### src/rtl/core/pdfm_pkg.sv
// Shared constants and types for the PWM duty and frequency meter.
package pdfm_pkg;

  localparam int COUNT_WIDTH = 32;
  localparam int TICK_W      = 7;
  localparam int TIME_W      = 38;
  localparam int PERIOD_W    = 39;
  localparam int FREQ_W      = 20;
  localparam int DUTY_W      = 10;
  localparam int REM_W       = 48;
  localparam int STEP_W      = 5;
  localparam int PROD_W      = COUNT_WIDTH + TICK_W;
  localparam int QDEPTH      = 4;
  localparam int QPTR_W      = 2;
  localparam int QCNT_W      = QPTR_W + 1;
  localparam int IN_TDATA_W  = 8;
  localparam int OUT_TDATA_W = 152;
  localparam int PAD_W       = OUT_TDATA_W - (2 + 2 * TIME_W + PERIOD_W + FREQ_W + DUTY_W);

  localparam logic [TICK_W-1:0]      TICK_RESET = TICK_W'(4);
  localparam logic [TIME_W-1:0]      TIME_MAX   = '1;
  localparam logic [COUNT_WIDTH-1:0] COUNT_MAX  = '1;
  localparam logic [PERIOD_W-1:0]    FREQ_NUM   = PERIOD_W'(1000000);
  localparam logic [DUTY_W-1:0]      DUTY_SCALE = DUTY_W'(1000);

  localparam logic KIND_RISE = 1'b0;
  localparam logic KIND_FALL = 1'b1;

  // One captured edge, handed from the capture side to the arithmetic side.
  typedef struct packed {
    logic              kind;
    logic              sat;
    logic              meas_valid;
    logic [TIME_W-1:0] on_time;
    logic [TIME_W-1:0] off_time;
  } job_t;

  // Result word as it sits on m_tdata, last member in the lowest bits.
  typedef struct packed {
    logic [PAD_W-1:0]    pad;
    logic                count_saturated;
    logic [DUTY_W-1:0]   duty_permille;
    logic [FREQ_W-1:0]   freq_hz;
    logic [PERIOD_W-1:0] period_us;
    logic [TIME_W-1:0]   off_time_us;
    logic [TIME_W-1:0]   on_time_us;
    logic                measure_valid;
  } out_data_t;

endpackage

### src/rtl/core/pwm_duty_frequency_meter.sv
// PWM duty and frequency meter: top level.
// Takes one pin sample per cycle on s_tdata[0] (one sample per timer tick)
// and emits one result on every level change: on and off time in us, their
// sum, frequency in Hz and duty in per mille. The capture side accepts a
// sample every cycle while the queue is not full; each edge becomes a
// request in a 4-deep queue. The arithmetic side takes one request at a time
// through S_IDLE, S_PREP, S_SETUP, the shared restoring divider (20 quotient
// bits for the frequency, 10 for the duty; none for a zero period, no
// frequency bits above 1000000 us) and S_DONE, which loads the output
// register. s_tready drops only when the queue is full. tick_us (cfg_wdata,
// reset 4) should be written only while no result is pending.
module pwm_duty_frequency_meter import pdfm_pkg::*; (
  input  logic                   clk,
  input  logic                   rst,
  input  logic                   cfg_we,
  input  logic [TICK_W-1:0]      cfg_wdata,
  input  logic                   s_tvalid,
  output logic                   s_tready,
  input  logic [IN_TDATA_W-1:0]  s_tdata,   // [0] pin_level, rest zero
  output logic                   m_tvalid,
  input  logic                   m_tready,
  // [0] measure_valid, [38:1] on_time_us, [76:39] off_time_us,
  // [115:77] period_us, [135:116] freq_hz, [145:136] duty_permille,
  // [146] count_saturated, rest zero
  output logic [OUT_TDATA_W-1:0] m_tdata,
  output logic                   m_tuser    // [0] edge_kind
);

  logic push;
  job_t push_job;
  logic q_full;
  logic q_empty;
  logic pop;
  job_t q_head;

  pdfm_front u_front (
    .clk       (clk),
    .rst       (rst),
    .cfg_we    (cfg_we),
    .cfg_wdata (cfg_wdata),
    .in_valid  (s_tvalid),
    .in_level  (s_tdata[0]),
    .in_ready  (s_tready),
    .q_full    (q_full),
    .push      (push),
    .push_job  (push_job)
  );

  pdfm_queue u_queue (
    .clk      (clk),
    .rst      (rst),
    .push     (push),
    .push_job (push_job),
    .full     (q_full),
    .pop      (pop),
    .empty    (q_empty),
    .head     (q_head)
  );

  pdfm_back u_back (
    .clk       (clk),
    .rst       (rst),
    .q_empty   (q_empty),
    .q_head    (q_head),
    .pop       (pop),
    .out_valid (m_tvalid),
    .out_ready (m_tready),
    .out_data  (m_tdata),
    .out_kind  (m_tuser)
  );

endmodule

### src/rtl/core/pdfm_front.sv
// Capture side: tick counter, edge detection and time scaling.
module pdfm_front import pdfm_pkg::*; (
  input  logic              clk,
  input  logic              rst,
  input  logic              cfg_we,
  input  logic [TICK_W-1:0] cfg_wdata,
  input  logic              in_valid,
  input  logic              in_level,
  output logic              in_ready,
  input  logic              q_full,
  output logic              push,
  output job_t              push_job
);

  logic [TICK_W-1:0]      tick_us;
  logic [COUNT_WIDTH-1:0] tick_count;
  logic                   count_overflowed;
  logic                   prev_level;
  logic [TIME_W-1:0]      on_time_store;
  logic [TIME_W-1:0]      off_time_store;
  logic [1:0]             phases_seen;

  logic              acc;
  logic              edge_det;
  logic [PROD_W-1:0] prod;
  logic [TIME_W-1:0] scaled;
  logic [1:0]        phases_next;

  assign in_ready = !q_full;
  assign acc      = in_valid && in_ready;
  assign edge_det = in_level != prev_level;
  assign push     = acc && edge_det;

  assign prod   = PROD_W'(tick_count) * PROD_W'(tick_us);
  assign scaled = (prod > PROD_W'(TIME_MAX)) ? TIME_MAX : prod[TIME_W-1:0];

  // bit 0: off time seen, bit 1: on time seen
  assign phases_next = phases_seen | (in_level ? 2'b01 : 2'b10);

  always_comb begin
    push_job.kind       = in_level ? KIND_RISE : KIND_FALL;
    push_job.sat        = count_overflowed;
    push_job.meas_valid = phases_next == 2'b11;
    push_job.on_time    = in_level ? on_time_store : scaled;
    push_job.off_time   = in_level ? scaled : off_time_store;
  end

  always_ff @(posedge clk) begin
    if (rst) begin
      tick_us          <= TICK_RESET;
      tick_count       <= '0;
      count_overflowed <= 1'b0;
      prev_level       <= 1'b0;
      on_time_store    <= '0;
      off_time_store   <= '0;
      phases_seen      <= '0;
    end else begin
      if (cfg_we) begin
        tick_us <= cfg_wdata;
      end
      if (acc) begin
        if (edge_det) begin
          on_time_store    <= push_job.on_time;
          off_time_store   <= push_job.off_time;
          phases_seen      <= phases_next;
          prev_level       <= in_level;
          // edge sample is the first tick of the new level
          tick_count       <= COUNT_WIDTH'(1);
          count_overflowed <= 1'b0;
        end else if (tick_count != COUNT_MAX) begin
          tick_count <= tick_count + COUNT_WIDTH'(1);
          if (tick_count == COUNT_MAX - COUNT_WIDTH'(1)) begin
            count_overflowed <= 1'b1;
          end
        end else begin
          count_overflowed <= 1'b1;
        end
      end
    end
  end

endmodule

### src/rtl/core/pdfm_queue.sv
// Small request queue between the capture side and the arithmetic side.
module pdfm_queue import pdfm_pkg::*; (
  input  logic clk,
  input  logic rst,
  input  logic push,
  input  job_t push_job,
  output logic full,
  input  logic pop,
  output logic empty,
  output job_t head
);

  job_t              slots [QDEPTH];
  logic [QPTR_W-1:0] wr_ptr;
  logic [QPTR_W-1:0] rd_ptr;
  logic [QCNT_W-1:0] fill;

  assign full  = fill == QCNT_W'(QDEPTH);
  assign empty = fill == '0;
  assign head  = slots[rd_ptr];

  always_ff @(posedge clk) begin
    if (push) begin
      slots[wr_ptr] <= push_job;
    end
  end

  always_ff @(posedge clk) begin
    if (rst) begin
      wr_ptr <= '0;
      rd_ptr <= '0;
      fill   <= '0;
    end else begin
      if (push) begin
        wr_ptr <= wr_ptr + QPTR_W'(1);
      end
      if (pop) begin
        rd_ptr <= rd_ptr + QPTR_W'(1);
      end
      unique case ({push, pop})
        2'b10:   fill <= fill + QCNT_W'(1);
        2'b01:   fill <= fill - QCNT_W'(1);
        default: fill <= fill;
      endcase
    end
  end

endmodule

### src/rtl/core/pdfm_back.sv
// Arithmetic side: period sum, shared restoring divider, output register.
module pdfm_back import pdfm_pkg::*; (
  input  logic                   clk,
  input  logic                   rst,
  input  logic                   q_empty,
  input  job_t                   q_head,
  output logic                   pop,
  output logic                   out_valid,
  input  logic                   out_ready,
  output logic [OUT_TDATA_W-1:0] out_data,
  output logic                   out_kind
);

  typedef enum logic [2:0] {
    S_IDLE, S_PREP, S_SETUP, S_FREQ, S_DUTY, S_DONE
  } state_t;

  state_t              state;
  job_t                job;
  logic [PERIOD_W-1:0] period;
  logic [REM_W-1:0]    duty_num;
  logic [REM_W-1:0]    rem;
  logic [REM_W-1:0]    dsh;
  logic [FREQ_W-1:0]   quo;
  logic [STEP_W-1:0]   step;
  logic [FREQ_W-1:0]   freq;
  logic [DUTY_W-1:0]   duty;
  out_data_t           od;

  logic              ge;
  logic [REM_W-1:0]  rem_step;
  logic [FREQ_W-1:0] quo_step;

  // one quotient bit per cycle against a right-walking divisor
  assign ge       = rem >= dsh;
  assign rem_step = ge ? rem - dsh : rem;
  assign quo_step = {quo[FREQ_W-2:0], ge};

  assign pop      = (state == S_IDLE) && !q_empty;
  assign out_data = od;

  always_ff @(posedge clk) begin
    if (rst) begin
      state     <= S_IDLE;
      out_valid <= 1'b0;
    end else begin
      // S_DONE reloads the register itself when the old result leaves
      if (out_valid && out_ready && (state != S_DONE)) begin
        out_valid <= 1'b0;
      end
      unique case (state)
        S_IDLE: begin
          if (!q_empty) begin
            job   <= q_head;
            state <= S_PREP;
          end
        end
        S_PREP: begin
          period   <= PERIOD_W'(job.on_time) + PERIOD_W'(job.off_time);
          duty_num <= REM_W'(job.on_time) * REM_W'(DUTY_SCALE);
          state    <= S_SETUP;
        end
        S_SETUP: begin
          quo <= '0;
          if (period == '0) begin
            freq  <= '0;
            duty  <= '0;
            state <= S_DONE;
          end else if (period > FREQ_NUM) begin
            freq  <= '0;
            rem   <= duty_num;
            dsh   <= REM_W'(period) << (DUTY_W - 1);
            step  <= STEP_W'(DUTY_W - 1);
            state <= S_DUTY;
          end else begin
            rem   <= REM_W'(FREQ_NUM);
            dsh   <= REM_W'(period) << (FREQ_W - 1);
            step  <= STEP_W'(FREQ_W - 1);
            state <= S_FREQ;
          end
        end
        S_FREQ: begin
          if (step == '0) begin
            freq  <= quo_step;
            quo   <= '0;
            rem   <= duty_num;
            dsh   <= REM_W'(period) << (DUTY_W - 1);
            step  <= STEP_W'(DUTY_W - 1);
            state <= S_DUTY;
          end else begin
            rem  <= rem_step;
            dsh  <= dsh >> 1;
            quo  <= quo_step;
            step <= step - STEP_W'(1);
          end
        end
        S_DUTY: begin
          if (step == '0) begin
            duty  <= quo_step[DUTY_W-1:0];
            state <= S_DONE;
          end else begin
            rem  <= rem_step;
            dsh  <= dsh >> 1;
            quo  <= quo_step;
            step <= step - STEP_W'(1);
          end
        end
        S_DONE: begin
          if (!out_valid || out_ready) begin
            out_valid          <= 1'b1;
            out_kind           <= job.kind;
            od.pad             <= '0;
            od.count_saturated <= job.sat;
            od.duty_permille   <= duty;
            od.freq_hz         <= freq;
            od.period_us       <= period;
            od.off_time_us     <= job.off_time;
            od.on_time_us      <= job.on_time;
            od.measure_valid   <= job.meas_valid;
            state              <= S_IDLE;
          end
        end
        default: state <= S_IDLE;
      endcase
    end
  end

endmodule

### config.mk
export PLATFORM = sky130hd
export DESIGN_NAME = pwm_duty_frequency_meter
export DESIGN_NICKNAME = d
export VERILOG_FILES = /design/src/rtl/core/pdfm_pkg.sv /design/src/rtl/core/pwm_duty_frequency_meter.sv /design/src/rtl/core/pdfm_front.sv /design/src/rtl/core/pdfm_queue.sv /design/src/rtl/core/pdfm_back.sv
export SDC_FILE = /design/constraint.sdc
export NUM_CORES = 2
export LEC_CHECK = 0
export BUFFER_PORTS_ARGS = -buffer_cell sky130_fd_sc_hd__buf_4
export CORE_AREA = 2 2 288 290
export DETAILED_ROUTE_END_ITERATION = 12
export DIE_AREA = 0 0 290 292
export GPL_TIMING_DRIVEN = 0
export PLACE_DENSITY = 0.78
export SLEW_MARGIN = 20
export SYNTH_ARGS = -nofsm -noshare
export SYNTH_HDL_FRONTEND = slang
export SYNTH_SLANG_ARGS = --single-unit
export TNS_END_PERCENT = 1
### constraint.sdc
create_clock -name clk -period 12.4 [get_ports clk]
set_input_delay 1.24 -clock clk [delete_from_list [all_inputs] [get_ports clk]]
set_output_delay 1.24 -clock clk [all_outputs]
set_load 0.02 [all_outputs]
==> results by group <==
Run status
  • Status: finished clean

Global route
  • Total gr overflow: 0
  • GRT Overall Usage: about 29%
  • Vias in the first global route: approximately 34,000
  • Largest net degree at the start of global routing: between 50 and 60
  • First-pass GRT wire length: ~190,000 microns
  • Initial antenna violation count: 4

Routing
  • Via-to-Cell Ratio: slightly below 6
  • Detailed-route DRC error count: 0
  • Final ANT Viol Nets: 0
  • DR iter-0 viols: a little under 3,000
  • Drt pass-1 iters: 8
  • Routed wire length: 121,600 microns
  • Total number of vias: between 30,000 and 40,000
  • DR WL/cell: approximately 22 microns

Power
  • P_sw: 6525 uW
  • Max IR drop VDD: 0.3114 mV
  • P_leak: 0.02278 uW
  • Comb pwr share: ~55%
  • Clock power frac: between 15 and 20%
  • Sequential share of power: 28.6%
  • Power density cells: 282.9 nW/um^2
  • Internal: roughly 9600 uW
  • Switching Share: about two fifths

Final layout
  • Layout area overhead: 11.65%
  • Sequential cell area: between 20,000 and 30,000 sq um
  • Proportion of layout cells with a drive suffix above 1: between 9 and 10%
  • Commonest non-fill, non-tap cell in the layout: edfxtp_1
  • Multi-input gate area: approximately 23,000 sq um
  • Most frequent cells in the layout: edfxtp_1 (777), inv_1 (439), nor2_1 (356)
  • Fillcell total: around 5,600
  • Non-Filler Instances: 5,616
  • # diodes: 0
  • Nets: just over 5,000

CTS
  • CTS tree: yes
  • # H-tree levels: 3
  • Hold-fix buffers, CTS: 0
  • CTS Buffer Depth: 3
  • Post-CTS setup repair buffer count: 0
  • Clock Tree Root: clkbuf_16
  • CTS sink cnt: between 900 and 1,000
  • Post-cts sizing count: 0
  • Clock latency on the worst-skew pair: ~0.65 ns
  • Total CTS buffers: 91
  • Clk slew on worst S/H paths: ~0.060 ns

Die
  • Die area: ~85,000 sq um
  • Rows: 105
  • Die width: roughly 290 microns
  • Core Region: 81,580 sq um
  • Die H: 292 microns
  • Initial Util: 62.57%
  • IO Count: 175

Logic synthesis
  • Synth top area share: 45.71%
  • EDFF count, synth: about 780
  • Main area contributors after synthesis: edfxtp_1 (46%), fa_1 (12%), ha_1 (6.1%), dfxtp_1 (5.1%), mux4_2 (3.5%)
  • Post-synthesis async set-or-reset flop share: 0%
  • Cells after Synth: approximately 4,200
  • Flops & latches, synth: between 900 and 1,000
  • Unique cell type count in the Yosys netlist: 85
  • Synth warn: 0
  • Synth Cell Area: 51,050 sq um
  • Area leader, netlist: edfxtp_1
  • Ys flop type: edfxtp_1
  • Syn Area/Cell: ~12 sq um
  • Sequential share of the synthesized area: 50.81%

Timing
  • FMAX: around 0.14 GHz
  • Final hold violations: 0
  • Clock period minus worst slack: 7.364 ns
  • Final setup violation count: 0
  • Slack of the critical path: around 5 ns
  • Unrepaired setup endpoints after global routing: no
  • Max Slew Vio Count: 0
  • Fin crit share: between 50% and 60%
  • Slew HR: 21.67%
  • Slew @ Worst Pin: about 1.2 ns
  • Clk_skew: roughly 0.031 ns

Place
  • Dpl hpwl: 89,740 microns
  • GP Congestion: 0.9592
  • DP Cell Count: 5,448
  • Buffers added on ports: 159
  • Dpl ws: 5.073 ns

Worst setup path
  • Reg2reg start: u_front.tick_us[5]$_SDFFE_PP0P_
  • Worst EP required: approximately 13 ns
  • Worst Path Max Fanout: 10
  • CP Data Arrival Time: 7.71 ns
  • R2R Setup Slk: about 5 ns
  • Crit end category: flip-flop
  • Critical path type: flip-flop to flip-flop
  • Crit start category: flip-flop
  • CP Launch Point: u_front.tick_us[5]$_SDFFE_PP0P_

Worst hold path
  • Hold_sp: u_back.duty[0]$_SDFFCE_PN0P_
  • Hold crit path type: flip-flop to flip-flop

Job
  • Max-cap violations: 0
## worst max-delay path: stages, from the launching register on
cell and delay (ns):
dfxtp_1 0.57, clkbuf_1 0.51, nand2_1 0.15, fa_1 0.42
inv_1 0.09, fa_1 0.45, fa_1 0.55, inv_1 0.05
fa_1 0.54, inv_1 0.04, ha_1 0.36, a2111o_1 0.44
o22ai_2 0.27, o21ai_2 0.18, a2111oi_1 0.41, nor2_1 0.18
a211oi_1 0.27, xnor2_1 0.23, clkbuf_1 0.58, nor2_1 0.21
a21oi_1 0.56
## metal layers
| metal | global-route usage (%) | up-vias | part of all wire, % | wire length [microns] |
|---|---|---|---|---|
| li1 | - | 15410 | - | - |
| met1 | 36.75 | 16550 | 40 | 48290 |
| met2 | 50.70 | 1238 | 50 | 61060 |
| met3 | 4.171 | 287 | 5.9 | 7161 |
| met4 | 11.45 | 8 | 4.2 | 5052 |
| met5 | 0 | - | 0.047 | 57 |
## power groups by stage
stage               clock network (uW)  logic, uW  registers [uW]
global placement                     0       8350            4720
global route                      2850       9890            4640
finish                            2700       8810            4610
CTS                               2730       8720            4610
detailed placement                   0       8590            4660
floorplan                            0       6760            4570
## synthesized netlist by cell type, types with 6 or more instances
library cell and number:
clkbuf_1 168, nor2b_1 20, o21ai_0 116, a41oi_1 8
and3_1 26, o21a_1 21, o31ai_1 15, nor2_1 356
ha_1 248, a22oi_1 8, a211oi_1 92, a21boi_0 6
fa_1 294, mux2i_1 18, a31oi_1 16, nor3_1 40
a32oi_1 8, nor4_1 18, a221o_1 8, xnor2_1 102
buf_1 9, nand3_1 41, a21oi_1 276, inv_1 439
o22ai_1 7, and4_1 8, edfxtp_1 777, dfxtp_1 130
nand4_1 32, nand2b_1 22, buf_2 10, or3_1 24
mux4_2 79, or2_2 9, a222oi_1 20, a21o_1 81
o21bai_1 24, and2_1 224, nand2_1 207, xor2_1 73
o211ai_1 16
## flip-flops by register name, indices dropped and copies added, names as in the netlist, 3 cells and up
name / cells
u_queue.fill: 3
u_back.duty_num: 45
u_back.period: 39
u_back.duty: 10
u_back.quo: 19
u_back.state: 3
u_front.on_time_store: 38
u_back.out_data: 147
u_back.step: 5
u_front.tick_us: 7
u_back.job: 79
u_back.rem: 48
u_back.freq: 20
u_queue.slots: 316
u_front.tick_count: 32
u_back.dsh: 48
u_front.off_time_store: 38
## cell families (layout without fill, tap and decap cells)
kind of cell | after synthesis | in the layout | synth area share [%]
AND/OR/NAND/NOR | 1046 | 1046 | 9.978
flip-flops | 907 | 907 | 50.81
multiplexers | 98 | 98 | 3.860
adder cells (fa/ha/maj) | 542 | 542 | 17.61
other | 1 | 5 | 0.007346
buffers and inverters | 634 | 989 | 4.728
XOR/XNOR | 175 | 175 | 3.003
AO/OA/AOI/OAI | 784 | 784 | 10.01
## cell type report
| cell class | instances | share of cell area (%) |
|---|---|---|
| plain buffers | 194 | 1.341 |
| flip-flops and latches | 907 | 45.50 |
| multi-input cells | 2650 | 39.96 |
| clock inverters | 53 | 0.8584 |
| clock buffers | 115 | 4.281 |
| well taps | 1070 | 2.349 |
| inverters | 440 | 2.898 |
| repair buffers | 187 | 2.808 |
## worst paths after layout
path	cells after the start	endpoint
hold / removal	0	u_back.out_data[136]$_DFFE_PP_
setup reg to reg	20	u_queue.slots[0][37]$_DFFE_PP_
hold reg to reg	0	u_back.out_data[136]$_DFFE_PP_
setup / recovery	20	u_queue.slots[0][37]$_DFFE_PP_
## through the flow
| stage | setup TNS (ns) | power, uW | hold slack [ns] | utilization, % | area (sq um) |
|---|---|---|---|---|---|
| global route | 0 | 17380 | 0.4360 | 69.86 | 56990 |
| global placement | -346.12 | 13060 | 0.4011 | 65.69 | 53590 |
| CTS | 0 | 16060 | 0.4185 | 69.85 | 56990 |
| detailed placement | 0 | 13250 | 0.4045 | 66.26 | 54060 |
| finish | 0 | 16120 | 0.4178 | 69.86 | 56990 |
| floorplan | 0 | 11330 | 0.4003 | - | 51060 |
Note: power is estimated with default switching activity, not from simulation.
